### config.mk
export PLATFORM = sky130hd
export DESIGN_NAME = wews_ctrl
export DESIGN_NICKNAME = d
export VERILOG_FILES = /design/src/sv/wews_pkg.sv /design/src/sv/wews_ctrl.sv
export VERILOG_INCLUDE_DIRS = /design/src /design/src/sv
export SDC_FILE = /design/constraint.sdc
export NUM_CORES = 1
export LEC_CHECK = 0
export BUFFER_PORTS_ARGS = -buffer_cell sky130_fd_sc_hd__buf_4
export CAP_MARGIN = 20
export CORE_AREA = 2 2 39 41
export DETAILED_ROUTE_END_ITERATION = 7
export DIE_AREA = 0 0 41 43
export PLACE_DENSITY_LB_ADDON = 0.3
export SETUP_SLACK_MARGIN = 0.05
export SKIP_LAST_GASP = 1
export SLEW_MARGIN = 20
export SYNTH_ARGS = -nofsm -noshare
export SYNTH_HDL_FRONTEND = slang
export SYNTH_SLANG_ARGS = --single-unit
### constraint.sdc
create_clock -name clk -period 1.4 [get_ports clk]
set_input_delay 0.35 -clock clk [delete_from_list [all_inputs] [get_ports clk]]
set_output_delay 0.35 -clock clk [all_outputs]
set_load 0.01 [all_outputs]
### src/sv/assert_macros.svh
// Assertion macros shared by the RTL of the weighted sum block.
// Define NO_ASSERTIONS to compile the checks out.
`ifndef ASSERT_MACROS_SVH
`define ASSERT_MACROS_SVH
`ifndef NO_ASSERTIONS
`define WEWS_ASSERT(lbl, clk, rst, prop) \
  lbl: assert property (@(posedge clk) disable iff (rst) prop) \
    else $error("assertion failed");
`define WEWS_ASSERT_RST(lbl, clk, prop) \
  lbl: assert property (@(posedge clk) prop) \
    else $error("assertion failed during reset");
`else
`define WEWS_ASSERT(lbl, clk, rst, prop)
`define WEWS_ASSERT_RST(lbl, clk, prop)
`endif
`endif

### src/sv/wews_pkg.sv
// Types, constants and the saturation helper of the weighted sum block.
// No dependencies; used by the controller, datapath and top level.
package wews_pkg;

  localparam int SAMPLE_W  = 16;
  localparam int SUM_W     = 64;
  localparam int FRAC_W    = 16;
  localparam int DECAY_W   = 16;
  localparam int WEIGHT_W  = 17;
  localparam int WLEN_W    = 9;
  localparam int OUT_W     = 48;
  localparam int CFG_W     = 17;
  localparam int CFG_IDX_W = 2;
  localparam int EXT_W     = 67;
  localparam int LEAVE_W   = SAMPLE_W + WEIGHT_W + 1;

  localparam logic [CFG_IDX_W-1:0] REG_DECAY      = 2'd0;
  localparam logic [CFG_IDX_W-1:0] REG_END_WEIGHT = 2'd1;
  localparam logic [CFG_IDX_W-1:0] REG_WINDOW     = 2'd2;

  localparam logic [DECAY_W-1:0]  DECAY_RST  = 16'd63188;
  localparam logic [WEIGHT_W-1:0] WEIGHT_RST = 17'd32768;
  localparam logic [WLEN_W-1:0]   WLEN_RST   = 9'd0;

  typedef struct packed {
    logic load;
    logic leave;
    logic sub;
    logic mul;
    logic acc;
  } cmd_t;

  typedef struct packed {
    logic out_free;
  } status_t;

  typedef struct packed {
    logic [SUM_W-1:0] val;
    logic             clip;
  } sat_t;

  // clamp a wide signed sum to the signed 64-bit range
  function automatic sat_t sat_clamp(input logic [EXT_W-1:0] v);
    sat_t r;
    r.clip = 1'b0;
    r.val  = v[SUM_W-1:0];
    if (!v[EXT_W-1] && (v[EXT_W-2:SUM_W-1] != '0)) begin
      r.clip = 1'b1;
      r.val  = {1'b0, {(SUM_W-1){1'b1}}};
    end else if (v[EXT_W-1] && (v[EXT_W-2:SUM_W-1] != '1)) begin
      r.clip = 1'b1;
      r.val  = {1'b1, {(SUM_W-1){1'b0}}};
    end
    return r;
  endfunction

endpackage

### src/sv/wews_ctrl.sv
// Sequencing controller of the weighted sum block.
// Depends on wews_pkg and assert_macros.svh; drives the datapath commands.
`include "assert_macros.svh"
module wews_ctrl (
  input  logic             clk,
  input  logic             rst,
  input  logic             s_tvalid,
  output logic             s_tready,
  input  wews_pkg::status_t status,
  output wews_pkg::cmd_t    cmd
);
  import wews_pkg::*;

  typedef enum logic [4:0] {
    S_IDLE  = 5'b00001,
    S_LEAVE = 5'b00010,
    S_SUB   = 5'b00100,
    S_MUL   = 5'b01000,
    S_ACC   = 5'b10000
  } state_t;

  state_t state, state_next;

  always_comb begin
    state_next = state;
    case (state)
      S_IDLE: begin
        if (s_tvalid) state_next = S_LEAVE;
      end
      S_LEAVE: state_next = S_SUB;
      S_SUB:   state_next = S_MUL;
      S_MUL:   state_next = S_ACC;
      S_ACC: begin
        if (status.out_free) state_next = S_IDLE;
      end
      default: state_next = S_IDLE;
    endcase
  end

  always_ff @(posedge clk) begin
    if (rst) begin
      state <= S_IDLE;
    end else begin
      state <= state_next;
    end
  end

  assign s_tready  = (state == S_IDLE) && !rst;
  assign cmd.load  = s_tready && s_tvalid;
  assign cmd.leave = (state == S_LEAVE);
  assign cmd.sub   = (state == S_SUB);
  assign cmd.mul   = (state == S_MUL);
  assign cmd.acc   = (state == S_ACC) && status.out_free;

  `WEWS_ASSERT(a_load_to_leave, clk, rst, cmd.load |=> state == S_LEAVE)
  `WEWS_ASSERT(a_acc_to_idle, clk, rst, cmd.acc |=> state == S_IDLE)
  `WEWS_ASSERT_RST(a_reset_idle, clk, rst |=> state == S_IDLE)

endmodule

==> flow_summary.yaml <==
floorplan:
  die_h_um: 43
  rows: 14
  dieArea_um2: 1760
  die_w_um: 41
  ios: 10
  initial_core_util: 0.212
  core_area_um2: 1380
clock_tree:
  htree_levels: 1
  clockRootBuffer: "clkbuf_4"
  clockBufferDepth: 2
  cts.sinks: 5
  cts_tree: "yes"
  cts_buffers: 3
  hold_buffers: 0
  path_clk_slew_ns: 0.05
  insertion_delay_ns: 0.24
pwr:
  p_leak_nw: 0.264
  powerDensity_nw_per_um2: 779
  ir_worst_vdd_v: 0.000490
synthesis:
  synth_edf_count: 0
  synth_seq_cells: 5
  async_flop_share: 0
  ys_top_cells_by_count: "dfxtp_1 (5), nor2_1 (5), nor3_1 (4)"
  seq_area_frac_synth: 0.340
  synth-simple-area-share: 0.413
  netlist_instances: 33
  synthXorXnorAreaFrac: 0.0298
  synthMuxAreaShare: 0.0340
  yosysWarnings: 0
  synth.distinct_cells: 22
  avgSynthCellArea_um2: 8.91
  syn-num-nets: 37
  yosysTopAreaCell: "dfxtp_1"
  synth_top_area_frac: 0.340
  synth-main-ff-cell: "dfxtp_1"
  synth_top_family_by_area: "simple AND/OR/NAND/NOR gates"
  synth_compound_area_frac: 0.106
  synth_fa_ha_area_frac: 0
  synth_area_leaders: "dfxtp_1 (34%), nor3_1 (6.8%), nor2_1 (6.4%)"
  syn-cell-area_um2: 294
worst_setup_path:
  reg2reg_to: "state[0]"
  cp_slowest_cell: "or3_4"
  arrival_ns: 1.29
  required_ns: 1.05
  cp-end-kind: "primary output"
  critPathMaxStageDelay_ns: 0.39
  rrSetupSlack_ns: 0.17
  ff2ff_path_depth: 4
  worst-path-max-fanout: 3
  cp_cell_sequence: "or3_4 > nor3b_4 > buf_4"
  startpoint_type: "register"
  r2r-start: "state[3]"
  crit_type: "register to primary output"
run_status:
  outcome: "finished with violations"
  violations: "negative setup slack"
worst_hold_path:
  hold_path_end: "state[3]"
  hp-class: "input port to register"
  min_delay_path_depth: 2
  hold_start: "rst"
layout:
  largest_reg_flops: 5
  layout-drive-gt1-share: 0.741
  fill_cells: 152
  largest_register: "state"
  nets: 63
  multi_input_area_um2: 228
  area_growth_pct: 97.9
  final_cell_count_no_fill: 74
  regArea_um2: 105
  reg_top3: "state: 5 flops"
  layout_commonest_cell: "buf_4"
  antenna_cells: 0
  design_area_um2: 582
  final_cell_mix: "buf_4 (16), buf_6 (7), dfxtp_2 (4)"
routing:
  wirelength_um: 786
  dr.pass1.iters: 3
  drc: 0
  vias: 321
  drt_iter0_markers: 6
  vias_per_cell: 4.34
  wl_per_cell_um: 10.6
  ant_nets: 0
global_routing:
  grt_max_degree: 7
  grt_pass1_vias: 297
  grt_pass1_wl_um: 1190
  grt-ovfl-total: 0
  grt_antenna_before_repair: 0
  grt_usage: 0.105
timing:
  period_share: 1.17
  rsz0062_at_grt: "true"
  finalClockSkew_ns: 0.00566
  clock.fmax_ghz: 0.610
  fin_crit_ns: 1.64
  drv_slew: 0
  tightestPinTransition_ns: 0.294
  slew_headroom: 0.802
  finalSetupTns_ns: -0.970
  fin_ws_ns: -0.240
  setup_viol: 6
  finalHoldViolCount: 0
place:
  gp_congestion: 0.643
  dp_hpwl_um: 516
  portBuffers: 9
  dp_cells: 64
  dpl-instance-area_um2: 428
run:
  drv_cap: 0
==> final cells by class <==
cell class | instances | area share
inverter | 1 | 0.00645
tap | 16 | 0.0344
sequential | 5 | 0.181
clock buffer | 4 | 0.0452
timing repair buffer | 23 | 0.342
multi-input combinational | 25 | 0.391
==> critical path: cells and delay by family, from the launching register on <==
family | cells | cell delay, ns
simple gates | 2 | 0.58
flops | 1 | 0.32
buf+inv | 1 | 0.14
==> how the worst max path moves through the flow <==
stage / from / cells after the start / slack [ns] / end
floorplan: state[3] / 3 / 0.02 / cmd[3]
global placement: state[1] / 4 / -0.008 / cmd[4]
detailed placement: state[1] / 4 / -0.02 / cmd[4]
CTS: state[2] / 3 / -0.25 / cmd[3]
global route: state[3] / 3 / -0.30 / cmd[3]
finish: state[3] / 3 / -0.24 / cmd[3]
==> logic make-up (layout without fill, tap and decap cells) <==
| kind of cell | count (synthesis) | in the layout |
|---|---|---|
| mux | 1 | 1 |
| compound gates | 4 | 4 |
| simple gates | 19 | 19 |
| buf+inv | 3 | 28 |
| flops | 5 | 5 |
| xor+xnor | 1 | 1 |
==> report_power, final <==
| part | leakage [nW] | switching, mW | internal (mW) |
|---|---|---|---|
| registers | 0.0427 | 0.00508 | 0.150 |
| clock network | 0.0150 | 0.0618 | 0.108 |
| logic | 0.207 | 0.0562 | 0.0720 |
==> per-layer routing <==
metal / global-route usage / vias up / wire length (um)
met4: 0.0600 / 0 / 0
met3: 0.0471 / 0 / 31
met5: 0 / - / 0
met1: 0.129 / 147 / 339
li1: - / 168 / -
met2: 0.147 / 6 / 416
==> per-stage QoR <==
| step | hold slack (ns) | util | setup WS (ns) | total power [mW] |
|---|---|---|---|---|
| 4_1_cts | 0.301 | 0.364 | -0.247 | 0.440 |
| 6_report | 0.314 | 0.420 | -0.240 | 0.453 |
| 3_3_place_gp | 0.561 | 0.309 | -0.00801 | 0.252 |
| 5_1_grt | 0.311 | 0.420 | -0.305 | 0.486 |
| 2_1_floorplan | 0.422 | - | 0.0170 | 0.204 |
| 3_5_place_dp | 0.564 | 0.309 | -0.0172 | 0.253 |
==> what timing repair did <==
| action | 4_1_cts | 5_1_grt |
|---|---|---|
| gates resized for setup | 10 | 14 |
| endpoints found under the setup margin | 6 | 8 |
| pin swaps | 2 | 4 |
| setup buffers | 2 | 5 |
No activity file was read; power rests on OpenSTA's default activity.
